--- src/hw/rtl/rbst_pkg.sv ---
`timescale 1ns / 1ps
// ----------------------------------------------------------------------------
// rbst_pkg
// Shared types and constants for the ray versus box slab test unit.
// ----------------------------------------------------------------------------
package rbst_pkg;

   localparam int FIELD_W   = 32;  // width of coordinate and bound fields
   localparam int EPS_W     = 16;  // width of the exit epsilon register
   localparam int CSR_IDX_W = 3;
   localparam int CSR_DATA_W = 32;
   localparam int NUM_AXES  = 3;
   localparam int NUM_SLABS = 2 * NUM_AXES;
   localparam int FRAC_BITS = 16;
   localparam int QUO_BITS  = 31;  // quotient magnitude bits below saturation
   localparam int SAT_SHIFT = QUO_BITS - FRAC_BITS;
   localparam int T_W       = 32;  // signed slab parameter width

   localparam logic signed [T_W-1:0] T_SAT = {1'b0, {(T_W-1){1'b1}}};

   localparam logic [FIELD_W-1:0] BOUND_MIN_RST = 32'hFFFF_0000;
   localparam logic [FIELD_W-1:0] BOUND_MAX_RST = 32'h0001_0000;
   localparam logic [EPS_W-1:0]   EPS_RST       = 16'd7;

   typedef enum logic [CSR_IDX_W-1:0] {
      CSR_BOX_MIN_X    = 3'd0,
      CSR_BOX_MAX_X    = 3'd1,
      CSR_BOX_MIN_Y    = 3'd2,
      CSR_BOX_MAX_Y    = 3'd3,
      CSR_BOX_MIN_Z    = 3'd4,
      CSR_BOX_MAX_Z    = 3'd5,
      CSR_EXIT_EPSILON = 3'd6
   } csr_index_type;

   // Per-slab control that rides along with the quotient.
   typedef struct packed {
      logic sat;  // quotient is at or above the saturation limit
      logic neg;  // slab parameter is negative
   } slab_ctl_type;

endpackage

--- src/hw/rtl/rbst_prep.sv ---
`timescale 1ns / 1ps
// ----------------------------------------------------------------------------
// rbst_prep
// Three front stages: slab numerators with bound swap, magnitudes and
// signs, then the saturation check ahead of the divider.
// ----------------------------------------------------------------------------
module rbst_prep #(
   parameter int CW = 32
) (
   input  logic                         clock,
   input  logic                         reset,
   input  logic                         en,
   input  logic                         in_valid,
   input  logic [rbst_pkg::FIELD_W-1:0] origin   [rbst_pkg::NUM_AXES],
   input  logic [rbst_pkg::FIELD_W-1:0] dir      [rbst_pkg::NUM_AXES],
   input  logic [rbst_pkg::FIELD_W-1:0] bound_lo [rbst_pkg::NUM_AXES],
   input  logic [rbst_pkg::FIELD_W-1:0] bound_hi [rbst_pkg::NUM_AXES],
   output logic                         out_valid,
   output logic [CW-1:0]                n_mag    [rbst_pkg::NUM_SLABS],
   output logic [CW-1:0]                d_mag    [rbst_pkg::NUM_SLABS],
   output rbst_pkg::slab_ctl_type       ctl      [rbst_pkg::NUM_SLABS],
   output logic                         org_in_box
);
   import rbst_pkg::*;

   logic signed [CW-1:0] lo_v [NUM_AXES];
   logic signed [CW-1:0] hi_v [NUM_AXES];
   logic signed [CW-1:0] o_v  [NUM_AXES];
   logic signed [CW-1:0] d_v  [NUM_AXES];
   logic signed [CW:0]   a_v  [NUM_AXES];
   logic signed [CW:0]   b_v  [NUM_AXES];

   logic signed [CW:0]   s1_num_in [NUM_SLABS];
   logic                 s1_box_in;
   logic signed [CW:0]   s1_num_ff [NUM_SLABS];
   logic signed [CW-1:0] s1_dir_ff [NUM_AXES];
   logic                 s1_box_ff;
   logic                 s1_valid_ff;

   logic [CW-1:0]        s2_n_in   [NUM_SLABS];
   logic [CW-1:0]        s2_d_in   [NUM_AXES];
   logic                 s2_neg_in [NUM_SLABS];
   logic [CW-1:0]        s2_n_ff   [NUM_SLABS];
   logic [CW-1:0]        s2_d_ff   [NUM_AXES];
   logic                 s2_neg_ff [NUM_SLABS];
   logic                 s2_box_ff;
   logic                 s2_valid_ff;

   logic                 s3_sat_in [NUM_SLABS];
   logic [CW-1:0]        s3_n_ff   [NUM_SLABS];
   logic [CW-1:0]        s3_d_ff   [NUM_SLABS];
   slab_ctl_type         s3_ctl_ff [NUM_SLABS];
   logic                 s3_box_ff;
   logic                 s3_valid_ff;

   // Stage 1: differences to both bounds; entry and exit trade places
   // when the direction is negative.
   always_comb begin
      s1_box_in = 1'b1;
      for (int k = 0; k < NUM_AXES; k++) begin
         lo_v[k] = $signed(CW'(bound_lo[k]));
         hi_v[k] = $signed(CW'(bound_hi[k]));
         o_v[k]  = $signed(CW'(origin[k]));
         d_v[k]  = $signed(CW'(dir[k]));
         a_v[k]  = {lo_v[k][CW-1], lo_v[k]} - {o_v[k][CW-1], o_v[k]};
         b_v[k]  = {hi_v[k][CW-1], hi_v[k]} - {o_v[k][CW-1], o_v[k]};
         s1_num_in[2*k]   = d_v[k][CW-1] ? b_v[k] : a_v[k];
         s1_num_in[2*k+1] = d_v[k][CW-1] ? a_v[k] : b_v[k];
         if (!((o_v[k] > lo_v[k]) && (o_v[k] < hi_v[k]))) begin
            s1_box_in = 1'b0;
         end
      end
   end

   // Stage 2: magnitudes and the sign of each quotient.
   always_comb begin
      for (int k = 0; k < NUM_AXES; k++) begin
         s2_d_in[k] = CW'(s1_dir_ff[k][CW-1] ? -s1_dir_ff[k] : s1_dir_ff[k]);
         s2_n_in[2*k]     = CW'(s1_num_ff[2*k][CW] ? -s1_num_ff[2*k] : s1_num_ff[2*k]);
         s2_n_in[2*k+1]   = CW'(s1_num_ff[2*k+1][CW] ? -s1_num_ff[2*k+1]
                                                      : s1_num_ff[2*k+1]);
         s2_neg_in[2*k]   = s1_num_ff[2*k][CW] ^ s1_dir_ff[k][CW-1];
         s2_neg_in[2*k+1] = s1_num_ff[2*k+1][CW] ^ s1_dir_ff[k][CW-1];
      end
   end

   // Stage 3: the quotient saturates when n * 2^16 >= d * 2^31. A zero
   // direction with a nonzero numerator lands here too; a zero numerator
   // always gives zero.
   always_comb begin
      for (int k = 0; k < NUM_AXES; k++) begin
         for (int s = 0; s < 2; s++) begin
            s3_sat_in[2*k+s] = (s2_n_ff[2*k+s] != '0) &&
               ((CW+SAT_SHIFT)'(s2_n_ff[2*k+s]) >= {s2_d_ff[k], {SAT_SHIFT{1'b0}}});
         end
      end
   end

   always_ff @(posedge clock) begin
      if (reset) begin
         s1_valid_ff <= 1'b0;
         s2_valid_ff <= 1'b0;
         s3_valid_ff <= 1'b0;
      end else if (en) begin
         s1_valid_ff <= in_valid;
         s2_valid_ff <= s1_valid_ff;
         s3_valid_ff <= s2_valid_ff;
      end
   end

   always_ff @(posedge clock) begin
      if (en) begin
         s1_num_ff <= s1_num_in;
         s1_dir_ff <= d_v;
         s1_box_ff <= s1_box_in;
         s2_n_ff   <= s2_n_in;
         s2_d_ff   <= s2_d_in;
         s2_neg_ff <= s2_neg_in;
         s2_box_ff <= s1_box_ff;
         s3_box_ff <= s2_box_ff;
         for (int j = 0; j < NUM_SLABS; j++) begin
            s3_n_ff[j]       <= s2_n_ff[j];
            s3_ctl_ff[j].sat <= s3_sat_in[j];
            s3_ctl_ff[j].neg <= s2_neg_ff[j];
         end
         for (int k = 0; k < NUM_AXES; k++) begin
            s3_d_ff[2*k]   <= s2_d_ff[k];
            s3_d_ff[2*k+1] <= s2_d_ff[k];
         end
      end
   end

   assign out_valid  = s3_valid_ff;
   assign n_mag      = s3_n_ff;
   assign d_mag      = s3_d_ff;
   assign ctl        = s3_ctl_ff;
   assign org_in_box = s3_box_ff;

endmodule

--- config.mk ---
export PLATFORM = sky130hd
export DESIGN_NAME = rbst_prep
export DESIGN_NICKNAME = d
export VERILOG_FILES = /design/src/hw/rtl/rbst_pkg.sv /design/src/hw/rtl/rbst_prep.sv
export SDC_FILE = /design/constraint.sdc
export NUM_CORES = 2
export LEC_CHECK = 0
export CAP_MARGIN = 20
export CORE_AREA = 2 2 303 334
export CTS_BUF_LIST = sky130_fd_sc_hd__clkbuf_8
export DETAILED_ROUTE_END_ITERATION = 12
export DIE_AREA = 0 0 305 336
export DONT_BUFFER_PORTS = 1
export GPL_TIMING_DRIVEN = 0
export HOLD_SLACK_MARGIN = 0.03
export PLACE_DENSITY = 0.76
export SLEW_MARGIN = 20
export SYNTH_ARGS = -nofsm -noshare
export SYNTH_HDL_FRONTEND = slang
export SYNTH_SLANG_ARGS = --single-unit
--- constraint.sdc ---
create_clock -name clock -period 4.3 [get_ports clock]
set_input_delay 0.86 -clock clock [delete_from_list [all_inputs] [get_ports clock]]
set_output_delay 0.86 -clock clock [all_outputs]
set_load 0.02 [all_outputs]
==> run summary <==
Outcome - finished, final reports clean
Largest family of logic cells by synthesized area - compound AO/OA/AOI/OAI gates
Compound-Gate Fraction of Synth Area - 0.1257
Crit-path slowest cell - nor4_1
Synth Area in Adders - 0.08105
Final Net Count - 4989
Worst-Margin Slew - 1.050 ns
Via count - 34036
Antenna violations before repair - 25
Fin cells - 5702
Slack of the critical path - 0.3615 ns
Clk slew on worst S/H paths - 0.06 ns
Post-Synth XOR/XNOR Area - 0.07532
Cell depth of the worst hold path - 1
Most frequent CP cell - or4_1
Hold Vio Cnt, Final - 0
Final setup viols - 0
Post-CTS Hold Fix Bufs - 0
Crit path depth - 8
Largest net degree at the start of global routing - 895
Seq/Total Area, Yosys - 0.5452
Post-synthesis register bit count - 894
Die X-Extent - 305 µm
Post-CTS Setup Repair Bufs - 0
Final period util - 0.9159
Post-synthesis simple-gate area fraction - 0.1041
Predominant post-synthesis flop cell - edfxtp_1
Inst Count DP - 5432
Reg2Reg Depth - 8
DRT iter0 DRCs - 3244
Startpoint types - flop
Total GRT Usage - 0.2709
Clk_lat worst skew - 0.81 ns
Commonest non-fill, non-tap cell in the layout - edfxtp_1
Synth Warn # - 0
Clock net sink count - 894
Area growth syn-to-layout - 8.865%
Post-route ant nets - 0
Number of synthesized flops with an enable pin - 891
WS Path Type - reg2reg
Leakage - 20.16 nW
Drt drc - 0
Share of cells above drive strength 1 - 0.09638
Critical path buffers and inverters - 0
Post-synthesis mux area share - 0.02811
Grt met2 use - 0.4691
PortBufs - 0
Worst path cell trace - or4_1 > nor4_1 > nand2b_1 > or4_1 > or4_1 > nand2b_1 > o31ai_1 > xnor2_1
DR vias/cell - 5.969
Max-slew headroom - 0.2821
Met3 usage in global routing - 0.07841
Avg WL per Cell - 25.36 µm
Multi-input gate area - 0.02039 mm²
Root Buffer - clkbuf_8
Die H - 336 µm
TritonCTS Buffers - 138
Synthesized area - 0.04918 mm²
Commonest cells after routing, fill and taps aside - edfxtp_1 (891), xnor2_1 (361), ha_1 (309)
Dpl ws - -0.3837 ns
Post-Syn Instances - 4139
Crit path largest cell delay - 0.69 ns
Critical Path RT - 4.83 ns
H-tree Lvls - 4
Max FO, Critical Path - 4
Post-synth cell types - 78
P per Cell Area - 443.5 mW/mm²
Most Used Layer, Global Route - met2
Avg Cell Area, Syn - 11.88 µm²
Max Buffers Root-to-Sink - 3
Max VDD drop - 244.7 µV
Fill count - 8197
CTS tree - done
Pre-antenna DRT Iters - 10
Hpwl dp - 115300 µm
RSZ-0062 raised after global routing - no
Post-CTS sizing - 0
Minimum clock period - 3.938 ns
Top cell family by delay on the critical path - simple AND/OR/NAND/NOR gates
Global route overflow - 0
Critical path capture point type - flop
Total power - 23.74 mW
FMAX - 0.2539 GHz
# rows - 121
Vias in the first global route - 32568
Slew Limit Fails - 0
I/O Pins - 786
Max-cap violation count - 0
Arrival @ worst endpoint - 4.47 ns
Routed wire length - 144600 µm
Core ar. - 0.09886 mm²
Worst Skew - 0.03331 ns
HP Class - in2reg
Met1 global-route usage - 0.3150
Total Die Area - 0.1025 mm²
Ys async rst share - 0
Starting density of the core - 0.4975
Register area - 0.02682 mm²
Post-Syn Nets - 4842
GP Congestion - 0.9728
First-pass GRT wire length - 206700 µm
==> layer usage <==
| metal | vias to the layer above | share of wire |
|---|---|---|
| li1 | 15816 | - |
| met1 | 16466 | 0.38 |
| met2 | 1478 | 0.50 |
| met3 | 266 | 0.086 |
| met4 | 10 | 0.035 |
| met5 | - | 0.00062 |
==> flip-flops by register name, summed over array words and instances (netlist names), 6 cells and up <==
signal and cells:
ctl 12, s2_neg_ff 6, s1_num_ff 198, s1_dir_ff 96, s2_n_ff 192, s2_d_ff 96, n_mag 192, d_mag 96
==> final cells by class <==
type / count / share of cell area
plain buffers: 199 / 0.02068
clock inverters: 102 / 0.01080
multi-input cells: 2810 / 0.3809
clock buffers: 141 / 0.03624
inverters: 236 / 0.01654
flip-flops and latches: 894 / 0.5008
diodes: 22 / 0.001028
repair buffers: 7 / 0.002851
well taps: 1291 / 0.03017
==> stage by stage <==
stage               cell area, µm²  TNS [ns]  utilization  hold slack, ns
CTS                          53350         0       0.5397         0.06114
global route                 53530         0       0.5415         0.08291
detailed placement           50830    -2.988       0.5142          0.4061
finish                       53550         0       0.5416          0.1402
floorplan                    49180         0            -          0.4003
global placement             50800    -4.871       0.5139          0.4038
==> power by group <==
group          internal [mW]  leakage [nW]  switching, mW
clock                   3.23          1.44           3.38
combinational           1.88          9.96           2.58
sequential              11.2          8.75           1.45
==> worst register-to-register path, cell delays in order, from the launching register on <==
cell and delay, ns:
edfxtp_1 0.46, or4_1 0.60, nor4_1 0.69, nand2b_1 0.20, or4_1 0.52, or4_1 0.56
nand2b_1 0.21, o31ai_1 0.35, xnor2_1 0.10
==> cell families (layout without fill, tap and decap cells) <==
logic type	after synthesis	count (layout)
flip-flops	894	894
AND/OR/NAND/NOR	997	997
buffers and inverters	435	685
multiplexers	126	126
AO/OA/AOI/OAI	949	949
XOR/XNOR	423	423
other	0	22
adder cells (fa/ha/maj)	315	315
==> cell usage after synthesis, types with 7 or more instances <==
library cell / number / area, µm²
a21boi_0: 14 / 105.1
nor4_1: 68 / 425.4
a221oi_1: 11 / 96.34
nand4_1: 53 / 331.6
a21o_1: 101 / 758.2
a31oi_1: 27 / 168.9
o21bai_1: 23 / 172.7
inv_1: 235 / 882.1
xnor2_1: 361 / 3162
nor3b_1: 10 / 75.07
a2111oi_0: 10 / 87.58
nand2_1: 299 / 1122
edfxtp_1: 891 / 26760
o21a_1: 45 / 337.8
and2_1: 15 / 93.84
buf_1: 10 / 37.54
o31ai_1: 89 / 668.1
nand2b_1: 54 / 337.8
a211o_1: 8 / 70.07
mux2_2: 97 / 1092
o31a_1: 9 / 78.83
nand3b_1: 8 / 60.06
nor2_1: 160 / 600.6
clkbuf_1: 93 / 349.1
o2111ai_1: 8 / 70.07
a31o_2: 7 / 61.31
nor2b_1: 37 / 231.5
or2_2: 20 / 125.1
xor2_1: 62 / 543.0
or4_1: 42 / 315.3
o21ai_0: 238 / 1191
o41ai_1: 44 / 385.4
mux2i_1: 29 / 290.3
nor3_1: 60 / 300.3
and4_1: 9 / 78.83
o211ai_1: 20 / 150.1
nand3_1: 60 / 300.3
or3_1: 44 / 275.3
a211oi_1: 28 / 210.2
a21oi_1: 216 / 1081
ha_1: 309 / 3866
and3_1: 35 / 219.0
buf_4: 96 / 720.7
==> final timing paths <==
path,endpoint,from,slack [ns]
worst max-delay path,s2_d_ff[29],s1_dir_ff[9],0.36
worst max register to register,s2_d_ff[29],s1_dir_ff[9],0.36
worst min-delay path,s2_valid_ff,reset,0.14
worst min register to register,org_in_box,s2_box_ff,0.41
Note: power is estimated with default switching activity, not from simulation.
