File: src/hw/rtl/rbst_pkg.sv
`timescale 1ns / 1ps
// ----------------------------------------------------------------------------
// rbst_pkg
// Shared types and constants for the ray versus box slab test unit.
// ----------------------------------------------------------------------------
package rbst_pkg;

   localparam int FIELD_W   = 32;  // width of coordinate and bound fields
   localparam int EPS_W     = 16;  // width of the exit epsilon register
   localparam int CSR_IDX_W = 3;
   localparam int CSR_DATA_W = 32;
   localparam int NUM_AXES  = 3;
   localparam int NUM_SLABS = 2 * NUM_AXES;
   localparam int FRAC_BITS = 16;
   localparam int QUO_BITS  = 31;  // quotient magnitude bits below saturation
   localparam int SAT_SHIFT = QUO_BITS - FRAC_BITS;
   localparam int T_W       = 32;  // signed slab parameter width

   localparam logic signed [T_W-1:0] T_SAT = {1'b0, {(T_W-1){1'b1}}};

   localparam logic [FIELD_W-1:0] BOUND_MIN_RST = 32'hFFFF_0000;
   localparam logic [FIELD_W-1:0] BOUND_MAX_RST = 32'h0001_0000;
   localparam logic [EPS_W-1:0]   EPS_RST       = 16'd7;

   typedef enum logic [CSR_IDX_W-1:0] {
      CSR_BOX_MIN_X    = 3'd0,
      CSR_BOX_MAX_X    = 3'd1,
      CSR_BOX_MIN_Y    = 3'd2,
      CSR_BOX_MAX_Y    = 3'd3,
      CSR_BOX_MIN_Z    = 3'd4,
      CSR_BOX_MAX_Z    = 3'd5,
      CSR_EXIT_EPSILON = 3'd6
   } csr_index_type;

   // Per-slab control that rides along with the quotient.
   typedef struct packed {
      logic sat;  // quotient is at or above the saturation limit
      logic neg;  // slab parameter is negative
   } slab_ctl_type;

endpackage

File: src/hw/rtl/rbst_reduce.sv
`timescale 1ns / 1ps
// ----------------------------------------------------------------------------
// rbst_reduce
// Largest entry and smallest exit over the three axes, then the hit test.
// ----------------------------------------------------------------------------
module rbst_reduce (
   input  logic                            clock,
   input  logic                            reset,
   input  logic                            en,
   input  logic                            in_valid,
   input  logic signed [rbst_pkg::T_W-1:0] t_val [rbst_pkg::NUM_SLABS],
   input  logic                            in_box,
   input  logic [rbst_pkg::EPS_W-1:0]      exit_eps,
   output logic                            out_valid,
   output logic                            box_hit,
   output logic                            out_box
);
   import rbst_pkg::*;

   logic signed [T_W-1:0] t0_in;
   logic signed [T_W-1:0] t1_in;
   logic signed [T_W-1:0] t0_ff;
   logic signed [T_W-1:0] t1_ff;
   logic                  r1_box_ff;
   logic                  r1_valid_ff;
   logic                  hit_in;
   logic                  hit_ff;
   logic                  r2_box_ff;
   logic                  r2_valid_ff;

   // Entry parameters sit in even slabs, exit parameters in odd ones.
   always_comb begin
      t0_in = t_val[0];
      t1_in = t_val[1];
      for (int k = 1; k < NUM_AXES; k++) begin
         if (t_val[2*k] > t0_in) begin
            t0_in = t_val[2*k];
         end
         if (t_val[2*k+1] < t1_in) begin
            t1_in = t_val[2*k+1];
         end
      end
   end

   assign hit_in = (t0_ff < t1_ff) && (t1_ff > $signed(T_W'(exit_eps)));

   always_ff @(posedge clock) begin
      if (reset) begin
         r1_valid_ff <= 1'b0;
         r2_valid_ff <= 1'b0;
      end else if (en) begin
         r1_valid_ff <= in_valid;
         r2_valid_ff <= r1_valid_ff;
      end
   end

   always_ff @(posedge clock) begin
      if (en) begin
         t0_ff     <= t0_in;
         t1_ff     <= t1_in;
         r1_box_ff <= in_box;
         hit_ff    <= hit_in;
         r2_box_ff <= r1_box_ff;
      end
   end

   assign out_valid = r2_valid_ff;
   assign box_hit   = hit_ff;
   assign out_box   = r2_box_ff;

endmodule

File: config.mk
export PLATFORM = sky130hd
export DESIGN_NAME = rbst_reduce
export DESIGN_NICKNAME = d
export VERILOG_FILES = /design/src/hw/rtl/rbst_pkg.sv /design/src/hw/rtl/rbst_reduce.sv
export SDC_FILE = /design/constraint.sdc
export NUM_CORES = 1
export LEC_CHECK = 0
export BUFFER_PORTS_ARGS = -buffer_cell sky130_fd_sc_hd__clkbuf_2
export CAP_MARGIN = 40
export CORE_ASPECT_RATIO = 0.9
export CORE_UTILIZATION = 50
export DETAILED_ROUTE_END_ITERATION = 6
export PLACE_DENSITY = 0.74
export SYNTH_ARGS = -nofsm -noshare
export SYNTH_HDL_FRONTEND = slang
export SYNTH_SLANG_ARGS = --single-unit
export TNS_END_PERCENT = 50
File: constraint.sdc
create_clock -name clock -period 4.6 [get_ports clock]
set_input_delay 0 -clock clock [delete_from_list [all_inputs] [get_ports clock]]
set_output_delay 0 -clock clock [all_outputs]
set_load 0.02 [all_outputs]
==> results.md, run 1 <==
* Dpl ws at -292 ps
* Port buffer count at 215
* Psw at 1160 µW
* Hold Path Cell Cnt at 3
* Multi-input logic area at 7000 µm²
* Setup tns final at 0 ps
* Final setup margin at 221 ps
* Starting Density at 51.2%
* Routed via count at 9,494
* GRT Total Usage at 26.6%
* VDD IR max at 0.190 mV
* Worst setup EP type: flip-flop
* Yosys warnings at 0
* Clock power share at 18.9%
* Die Wd at 150 µm
* Clk buf depth at 2
* Pre-antenna DRT Iters at 5
* Unique masters post-synth at 61
* Max Fclk at 228 MHz
* Worst EP required at 4670 ps
* Placed Cells at 1,663
* Power per cell area at 261 nW/µm²
* Drt total wl at 27,100 µm
* Layout area overhead at 26.4%
* GR Overflow Total at 0
* IO Pins at 216
* Path depth of the worst reg2reg path at 10
* First-pass GRT wire length at 43,200 µm
* Internal power at 2090 µW
* Seq/Total Area, Yosys at 20.9%
* Buf+Inv Stages, Crit Path at 6
* Reg2Reg Setup Slack at 2020 ps
* Worst EP arrival at 4450 ps
* Slowest CP cell: a2111oi_2
* Final ANT Viol Nets at 0
* Dpl hpwl at 22,100 µm
* Final hold viol count at 0
* Clock transition at path regs at 50 ps
* Vias per cell at 5.62
* CP Depth at 25
* CTS tree: yes
* DRC at 0
* Post-Syn Nets at 1,529
* Post-Synthesis Cells at 1,143
* Row cnt at 48
* RSZ-0062 raised after global routing: no
* Syn_area_per_cell at 8.61 µm²
* Largest net degree at the start of global routing at 129
* Drt wl/cell at 16.1 µm
* Worst path top cell family by delay: compound AO/OA/AOI/OAI gates
* Comb power frac at 52.8%
* Sequential Power Share at 28.3%
* Vias in the first global route at 9,259
* Non-Filler Instances at 1,688
* Root Driver: clkbuf_16
* Die Area at 20,200 µm²
* Die Y at 135 µm
* # fillers at 1,610
* Final weighted congestion in routability-driven placement at 0.898
* Crit path kind: input pin to flip-flop
* Post-Syn Area at 9840 µm²
* Critical path fanouts, max at 10
* Min Tclk post-route at 4380 ps
* Worst Hold Class: input pin to flip-flop
* Layout cells sized above 1 at 28.1%
* Fraction of registers with async set/reset at 0%
* LEAKAGE at 0.00654 µW
* Final hold slack at 29.5 ps
* Clk_skew at 5.33 ps
* Skew-Pair Late Insertion Delay at 330 ps
* Core area at 19,200 µm²
* Max_slew headroom at 39.2%
* Htree depth at 3
* Nets at 1,819
* Slew Viols, Final at 0
* DP Area at 11,900 µm²
* Outcome: complete, no violations
* Synth Flop Type: edfxtp_1
* Worst path max stage delay at 350 ps
* CTS buffer count at 9
* Max-cap violation count at 0
* Drt initial violations at 530
* Slew @ Worst Pin at 912 ps
* ANT cells at 0
* Fin crit share at 95.2%
* Initial antenna violation count at 0
* Critical path launch point type: input pin
* EDFF count, synth at 67
* Final Cell Area at 12,400 µm²
* #FFs+latches synth at 69
* TritonCTS Sinks at 69
* Final setup violating endpoints at 0
* Switching part of the total power at 35.6%
* Reg area at 2050 µm²
==> worst min-delay path, stage by stage <==
cell	delay, ps
clkbuf_2	90
inv_1	40
mux2i_1	100
==> final timing paths <==
path                   start        end
setup / recovery  t_val[189]   t0_ff[0]
hold / removal     t_val[12]  t1_ff[12]
setup reg to reg    t1_ff[2]    box_hit
hold reg to reg    r1_box_ff    out_box
==> synth_stat cells (all sizes together), types with 2 or more instances <==
cell / n / area [µm²]
a31oi: 4 / 25.0
nor3: 3 / 15.0
o21a: 9 / 67.6
and2: 2 / 12.5
mux2i: 96 / 961
a21o: 46 / 345
o21ai: 49 / 245
edfxtp: 67 / 2010
dfxtp: 2 / 40.0
a2111o: 2 / 22.5
a2111oi: 31 / 460
nand3b: 2 / 18.8
nand4: 26 / 163
ha: 173 / 2160
buf: 20 / 124
a211oi: 11 / 92.6
o31ai: 4 / 30.0
or3: 2 / 12.5
inv: 177 / 664
clkbuf: 36 / 135
and4: 7 / 61.3
nand2: 59 / 224
a21oi: 71 / 355
nand3: 42 / 210
o211ai: 3 / 36.3
and3b: 2 / 17.5
nor2: 27 / 101
nor4: 39 / 250
a221oi: 2 / 23.8
nor2b: 10 / 62.6
and3: 3 / 18.8
nand2b: 66 / 413
mux2: 4 / 48.8
a22o: 32 / 280
==> metrics by stage <==
stage / util (%) / power [µW]
floorplan: - / 2010
detailed placement: 62.2 / 2580
global route: 64.7 / 3510
global placement: 62.2 / 2520
CTS: 63.7 / 3220
finish: 64.7 / 3250
==> flip-flops by register name, summed over array words and instances (netlist names) <==
register and count:
box_hit 1, out_box 1, out_valid 1, r1_box_ff 1, r1_valid_ff 1, t0_ff 32, t1_ff 32
==> what timing repair did <==
action	in CTS	in global routing
endpoints found under the hold margin	3	0
setup buffers	0	5
hold buffers	3	0
resized for setup	0	26
endpoints found under the setup margin	0	41
==> layout by cell type (no fill, tap or decap), drive strengths merged, types with 31 or more instances in the layout <==
cell type,instances
a21o,46
ha,173
clkbuf,229
a2111oi,31
nor4,39
nand2,59
a22o,32
edfxtp,67
inv,177
buf,117
nand2b,66
mux2i,96
a21oi,71
o21ai,49
nand3,42
==> cells by family after synthesis <==
kind of cell,Yosys count,synth area share (%)
AO/OA/AOI/OAI,276,21.3
buffers and inverters,233,9.38
adder cells (fa/ha/maj),173,22.0
AND/OR/NAND/NOR,291,16.1
flip-flops,69,20.9
XOR/XNOR,1,0.0890
multiplexers,100,10.3
==> cell type report <==
cell class	instances	share of cell area, %
clock buffer	14	2.04
multi-input combinational	841	56.3
inverter	177	5.34
clock inverter	2	0.0805
tap	250	2.51
sequential	69	16.5
timing repair buffer	335	17.3
==> power by group through the flow <==
| stage | combinational (µW) | sequential (µW) | clock (µW) |
|---|---|---|---|
| after floorplan | 1100 | 909 | 0 |
| after global placement | 1590 | 932 | 0 |
| final | 1720 | 921 | 614 |
| after detailed placement | 1650 | 932 | 0 |
| after global routing | 1920 | 931 | 657 |
| after CTS | 1670 | 922 | 627 |
==> metal layers <==
layer | track usage [%] | vias to the layer above | wire (µm)
met3 | 3.61 | 55 | 1290
met2 | 45.5 | 254 | 12900
met4 | 6.96 | 0 | 690
met1 | 35.0 | 4404 | 12300
li1 | - | 4781 | -
met5 | 0 | - | 0
No activity file was read; power rests on OpenSTA's default activity.
==> run 2, diff against run 1 <==
- CORE_UTILIZATION: 50 -> 35
- PLACE_DENSITY: 0.74 -> 0.55
==> run 2 against run 1 <==
Non-clock buffer count is 81 higher; via count increased by 2.2%; critical path type unchanged; flip-flop and latch count is the same; final area grew 5.8%; sequential power about the same; clock power shrank 2%; largest cell class unchanged.
==> results.md, run 2 (synthesized netlist as in run 1, its figures left out) <==
* Die Area at 28,800 µm² (+42%)
* Max_slew headroom at 48.0% (+8.8 points)
* Final setup violating endpoints at 0 (unchanged)
* CTS tree: yes
* First-pass GRT wire length at 47,000 µm (+8.7%)
* Port buffer count at 215 (unchanged)
* Critical path launch point type: input pin
* Clk buf depth at 2 (unchanged)
* Drt total wl at 30,300 µm (+12%)
* Vias per cell at 5.18 (-7.9%)
* Die Wd at 179 µm (+19%)
* Nets at 1,901 (+4.5%)
* Max-cap violation count at 0 (unchanged)
* Root Driver: clkbuf_16
* Slowest CP cell: o41a_1
* TritonCTS Sinks at 69 (unchanged)
* Clock transition at path regs at 50 ps (about the same)
* Top cell by count, worst path: a21o_1
* # fillers at 2,700 (+68%)
* GRT Total Usage at 20.6% (-5.9 points)
* Total Power at 3370 µW (+3.7%)
* Final hold slack at 14.3 ps (-15.1 ps)
* Final ANT Viol Nets at 0 (unchanged)
* Die Y at 161 µm (+19%)
* Routed via count at 9,702 (+2.2%)
* GR Overflow Total at 0 (unchanged)
* Regs by FF count: t0_ff (32), t1_ff (32)
* Core area at 27,300 µm² (+42%)
* Slew @ Worst Pin at 780 ps (-132 ps)
* Vias in the first global route at 9,437 (+1.9%)
* DRC at 0 (unchanged)
* VDD IR max at 0.150 mV (-21%)
* Dpl ws at -467 ps (-175 ps)
* Fin crit share at 96.2% (+0.99 points)
* Worst path max stage delay at 470 ps (+120 ps)
* Layout area overhead at 33.8%
* Worst setup EP type: flip-flop
* Layout cells sized above 1 at 31.9% (+3.8 points)
* Critical path fanouts, max at 7 (-3)
* Worst EP arrival at 4490 ps (+40 ps)
* Initial antenna violation count at 0 (unchanged)
* IO Pins at 216 (unchanged)
* Outcome: complete, no violations
* Pre-antenna DRT Iters at 5 (unchanged)
* Drt wl/cell at 16.2 µm (+0.64%)
* Worst EP required at 4670 ps (about the same)
* LEAKAGE at 0.00693 µW (+6.0%)
* Slew Viols, Final at 0 (unchanged)
* Most frequent cells in the layout: clkbuf_2 (214), buf_4 (184), inv_1 (177), ha_1 (172), mux2i_1 (95)
* Final setup margin at 176 ps (-45.4 ps)
* Skew-Pair Late Insertion Delay at 340 ps (about the same)
* Drt initial violations at 537 (+1.3%)
* Clk_skew at 7.52 ps (+2.19 ps)
* Dpl hpwl at 25,400 µm (+15%)
* Power per cell area at 256 nW/µm² (-2.0%)
* Min Tclk post-route at 4420 ps (+45.4 ps)
* Final hold viol count at 0 (unchanged)
* Htree depth at 3 (unchanged)
* Crit path kind: input pin to flip-flop
* Largest net degree at the start of global routing at 85 (-34%)
* Max Fclk at 226 MHz (-1.0%)
* Final weighted congestion in routability-driven placement at 0.856 (-4.7%)
* Worst Hold Class: input pin to flip-flop
* Most common cell after layout, fill and taps aside: clkbuf_2
* ANT cells at 0 (unchanged)
* CP cell instances: clkbuf_2 > inv_1 > ha_1 > a21o_1 > a221o_1 > a211oi_2 > buf_4 > nand2_1 > nor2_1 > a21o_2 > buf_4 > mux2i_1 > ha_1 > a21o_1 > a21o_1 > a21o_1 > a211oi_1 > o31ai_1 > o41a_1 > o211ai_4 > mux2_1
* Final core area utilization at 48.2% (-17 points)
* Starting Density at 36.0% (-15 points)
* Row cnt at 57 (+19%)
* CTS buffer count at 9 (unchanged)
[run 2: cell types whose count changed in the layout (fill, tap and decap cells not counted), moves of 2 or more]
| cell | delta |
|---|---|
| clkbuf_16 | +2 |
| buf_4 | +83 |
| buf_12 | -2 |
| nor4_2 | -4 |
| nor4_1 | +5 |
| buf_6 | -3 |
[run 2: cell type report]
| type | count | area (µm²) | share of cell area, % |
|---|---|---|---|
| clock inverters | 3 | 13.8 | 0.105 |
| repair buffers | 416 | 2780 | 21.1 |
| multi-input cells | 842 | 6980 | 53.0 |
| flip-flops and latches | 69 | 2050 | 15.6 |
| clock buffers | 12 | 236 | 1.80 |
| well taps | 354 | 443 | 3.36 |
| inverters | 177 | 664 | 5.05 |
[run 2: repair_timing]
item,CTS,global route
endpoints found under the hold margin,3,0
buffers inserted,0,6
pin swaps,0,16
resized for setup,1,22
endpoints found under the setup margin,32,64
gates cloned,0,4
hold buffers,3,0
[run 2: path summary, 6_finish.rpt]
| path | startpoint | to | slack (ps) | cells after the start |
|---|---|---|---|---|
| setup / recovery | t_val[145] | t1_ff[0] | 180 | 21 |
| hold / removal | t_val[2] | t1_ff[2] | 10 | 3 |
| setup reg to reg | t1_ff[10] | box_hit | 2010 | 11 |
| hold reg to reg | r1_box_ff | out_box | 440 | 0 |
[run 2: power breakdown]
group / total [µW] / switching [µW] / internal (µW)
clock: 603 / 245 / 358
sequential: 923 / 63.3 / 859
combinational: 1850 / 895 / 952
[run 2: per-layer routing]
layer | part of all wire [%] | GRT usage [%] | wire, µm
met1 | 49 | 29.0 | 14800
met2 | 45 | 33.1 | 13600
met3 | 4.7 | 3.44 | 1420
met4 | 1.7 | 4.08 | 515
met5 | 0 | 0 | 0
[run 2: through the flow]
| step | setup TNS, ps | std cells | area (µm²) |
|---|---|---|---|
| 2_1_floorplan | 0 | 1143 | 9840 |
| 3_3_place_gp | -16090 | 1844 | 12600 |
| 3_5_place_dp | -17370 | 1845 | 12700 |
| 4_1_cts | 0 | 1863 | 12900 |
| 5_1_grt | -9.72 | 1873 | 13200 |
| 6_report | 0 | 1873 | 13200 |
[run 2: worst max-delay path, delay by kind of cell]
family / cells / cell delay (ps)
AOI/OAI and AO/OA: 11 / 2550
adders and majority gates: 2 / 560
buffers and inverters: 4 / 510
muxes: 2 / 690
and+or+nand+nor: 2 / 160
==> run 3, diff against run 2 <==
- ABC_AREA: not set -> 1
- CORE_UTILIZATION: 35 -> 30
- PLACE_DENSITY: 0.55 -> 0.49
- REMOVE_ABC_BUFFERS: not set -> 1
==> run 3 against run 2 <==
Flip-flop and latch count unchanged; clock power rose by 31%; via count decreased by 21%; register-to-register slack improved by 480 ps; clock skew is 0.74 ps higher; sequential share of layout area up 4.6 points; sequential power increased by 3.0%; power fell by 5.7%; synthesized area decreased by 18%; die area shrank 4.8%; critical path depth is 7 higher; non-clock buffer count is 162 lower; largest cell class unchanged; largest power group unchanged; highest routed layer unchanged.
==> results.md, run 3 <==
* EDFF count, synth at 67 (unchanged)
* Setup tns final at 0 ps (unchanged)
* GRT Total Usage at 16.0% (-4.7 points)
* Nets at 1,677 (-12%)
* Drt wl/cell at 13.4 µm (-17%)
* Synth top cells by count: nand2_1 (205), ha_1 (173), inv_1 (170), a21oi_1 (112), nand3_1 (69)
* Post-Syn Area at 8020 µm² (-18%)
* Starting Density at 30.7% (-5.3 points)
* First-pass GRT wire length at 34,800 µm (-26%)
* Psw at 1180 µW (-1.6%)
* Crit path kind: input pin to flip-flop
* Outcome: complete, no violations
* Final setup violating endpoints at 0 (unchanged)
* Layout cells sized above 1 at 20.9% (-11 points)
* Die Wd at 174 µm (-2.4%)
* Worst EP arrival at 4220 ps (-270 ps)
* Max_slew headroom at 41.6% (-6.4 points)
* Layout area overhead at 26.5%
* TritonCTS Sinks at 69 (unchanged)
* Dpl hpwl at 18,700 µm (-26%)
* CTS tree: yes
* Yosys warnings at 0 (unchanged)
* Most frequent cell after synthesis: nand2_1
* DRC at 0 (unchanged)
* Most common cell after layout, fill and taps aside: clkbuf_2
* Slowest CP cell: a32o_4
* Regs by FF count: t0_ff (32), t1_ff (32)
* Buf+Inv Stages, Crit Path at 5 (+1)
* Clock transition at path regs at 60 ps (about the same)
* Synth area leaders: ha_1 (27%), edfxtp_1 (25%), nand2_1 (9.6%), inv_1 (8.0%), a21oi_1 (7.0%)
* Fin crit share at 90.3% (-5.9 points)
* Row cnt at 56 (-1.8%)
* Synth Flop Type: edfxtp_1
* Most frequent cells in the layout: clkbuf_2 (214), nand2_1 (205), ha_1 (173), inv_1 (170), a21oi_1 (112)
* Top cell by count, worst path: nand2_1
* Routed via count at 7,630 (-21%)
* Critical path fanouts, max at 34 (+27)
* CTS buffer count at 9 (unchanged)
* Slew @ Worst Pin at 877 ps (+96.5 ps)
* Leading area contributor after synthesis: ha_1
* GR Overflow Total at 0 (unchanged)
* IO Pins at 216 (unchanged)
* Share of the synthesized area in the top cell type at 27.0% (+5.0 points)
* Post-CTS setup buffer count at 0 (unchanged)
* Worst Hold Class: input pin to flip-flop
* Final weighted congestion in routability-driven placement at 0.842 (-1.6%)
* LEAKAGE at 0.00543 µW (-22%)
* Final hold viol count at 0 (unchanged)
* VDD IR max at 0.169 mV (+13%)
* Htree depth at 3 (unchanged)
* Slew Viols, Final at 0 (unchanged)
* Port buffer count at 215 (unchanged)
* Vias in the first global route at 7,327 (-22%)
* Drt total wl at 22,100 µm (-27%)
* Placed Cells at 1,602 (-13%)
* # fillers at 2,784 (+3.1%)
* Dpl ws at 5.05 ps (+473 ps)
* Pre-antenna DRT Iters at 4 (-1)
* Clock power share at 24.8% (+6.9 points)
* Largest net degree at the start of global routing at 65 (-24%)
* Drt initial violations at 365 (-32%)
* Core area at 26,100 µm² (-4.3%)
* Fraction of registers with async set/reset at 0% (unchanged)
* Vias per cell at 4.64 (-10%)
* Internal power at 1990 µW (-8.1%)
* Sequential Power Share at 29.9% (+2.5 points)
* Unique masters post-synth at 41 (-33%)
* #FFs+latches synth at 69 (unchanged)
* Worst EP required at 4670 ps (about the same)
* Root Driver: clkbuf_16
* Multi-input logic area at 5180 µm² (-26%)
* Post-Synthesis Cells at 1,057 (-7.5%)
* Clk_skew at 8.27 ps (+0.744 ps)
* Comb power frac at 45.2% (-9.6 points)
* Syn_area_per_cell at 7.59 µm² (-12%)
* Final ANT Viol Nets at 0 (unchanged)
* Max-cap violation count at 0 (unchanged)
* Worst path top cell family by delay: compound AO/OA/AOI/OAI gates
* Die Area at 27,400 µm² (-4.8%)
* Reg area at 2050 µm² (unchanged)
* Switching part of the total power at 37.3% (+1.6 points)
* Final setup margin at 446 ps (+270 ps)
* Worst path max stage delay at 350 ps (-120 ps)
* Non-Filler Instances at 1,645 (-12%)
* RSZ-0062 raised after global routing: no
* Max Fclk at 241 MHz (+6.5%)
* Power per cell area at 313 nW/µm² (+22%)
* Clk buf depth at 2 (unchanged)
* Initial antenna violation count at 1 (+1)
* Min Tclk post-route at 4150 ps (-270 ps)
* Critical path launch point type: input pin
* Worst setup EP type: flip-flop
* Die Y at 157 µm (-2.4%)
* Skew-Pair Late Insertion Delay at 340 ps (about the same)
* Seq/Total Area, Yosys at 25.6% (+4.7 points)
==> run 3: changes by cell type after synthesis, moves of 32 or more <==
cell and change:
nand2_1 +147, mux2i_1 -96, nand2b_1 -66, a21o_1 -45
a21oi_1 +41, a22o_1 -32, nor4_1 -32
==> run 3: repair_timing <==
item | CTS | global route
hold buffers | 26 | 0
hold endpoints to repair | 31 | 0
endpoints found under the setup margin | 0 | 29
gates resized for setup | 0 | 3
==> run 3: per-stage QoR <==
stage                     power [µW]  utilization [%]  hold WS, ps  area [µm²]
after floorplan                 1910                -         69.1        7860
after global placement          2380             36.4          184        9520
after detailed placement        2400             36.4          185        9520
after CTS                       3230             38.7         2.34       10100
after global routing            3490             38.8         16.0       10100
final                           3180             38.8         11.3       10100
==> run 3: kinds of logic (layout without fill, tap and decap cells) <==
family / count (synthesis) / after routing / synth area share (%)
and+or+nand+nor: 384 / 384 / 21.7
AOI/OAI and AO/OA: 226 / 226 / 15.5
buffers and inverters: 205 / 444 / 10.2
adders and majority gates: 173 / 173 / 27.0
DFF: 69 / 69 / 25.6
other: 0 / 1 / 0
==> run 3: worst reg2reg max path: cells and delay by family (launching register included) <==
family	cells	cell delay, ps
AND/OR/NAND/NOR	4	310
AO/OA/AOI/OAI	7	870
flip-flops	1	400
buffers and inverters	1	70
adder cells (fa/ha/maj)	1	210
==> run 3: metal layers <==
metal  GRT usage, %  up-vias  wire [µm]
li1               -     4109          -
met1           20.9     3351      10500
met3           3.02       14       1070
met4           2.46        0        172
met2           27.6      156      10300
met5              0        -          0
==> run 3: power by group through the flow <==
stage                     logic [µW]  registers (µW)  clock network, µW
after floorplan                  971             936                  0
after global placement          1410             971                  0
after detailed placement        1430             971                  0
after CTS                       1460             958                814
after global routing            1690             969                839
final                           1440             951                790
==> run 3: path summary, 6_finish.rpt <==
path                                  end  slack (ps)  cells past startpoint  startpoint
worst max-delay path             t0_ff[0]         450                     28  t_val[163]
worst min-delay path            t1_ff[11]          10                      3   t_val[11]
worst max register to register    box_hit        2490                     13    t1_ff[1]
worst min register to register    out_box         440                      0   r1_box_ff
==> run 3: cell type report <==
type | count | share of cell area (%)
multi-input combinational | 783 | 51.1
timing repair buffer | 254 | 14.6
antenna | 1 | 0.0247
sequential | 69 | 20.2
tap | 348 | 4.29
clock inverter | 7 | 1.12
clock buffer | 9 | 2.22
inverter | 174 | 6.44
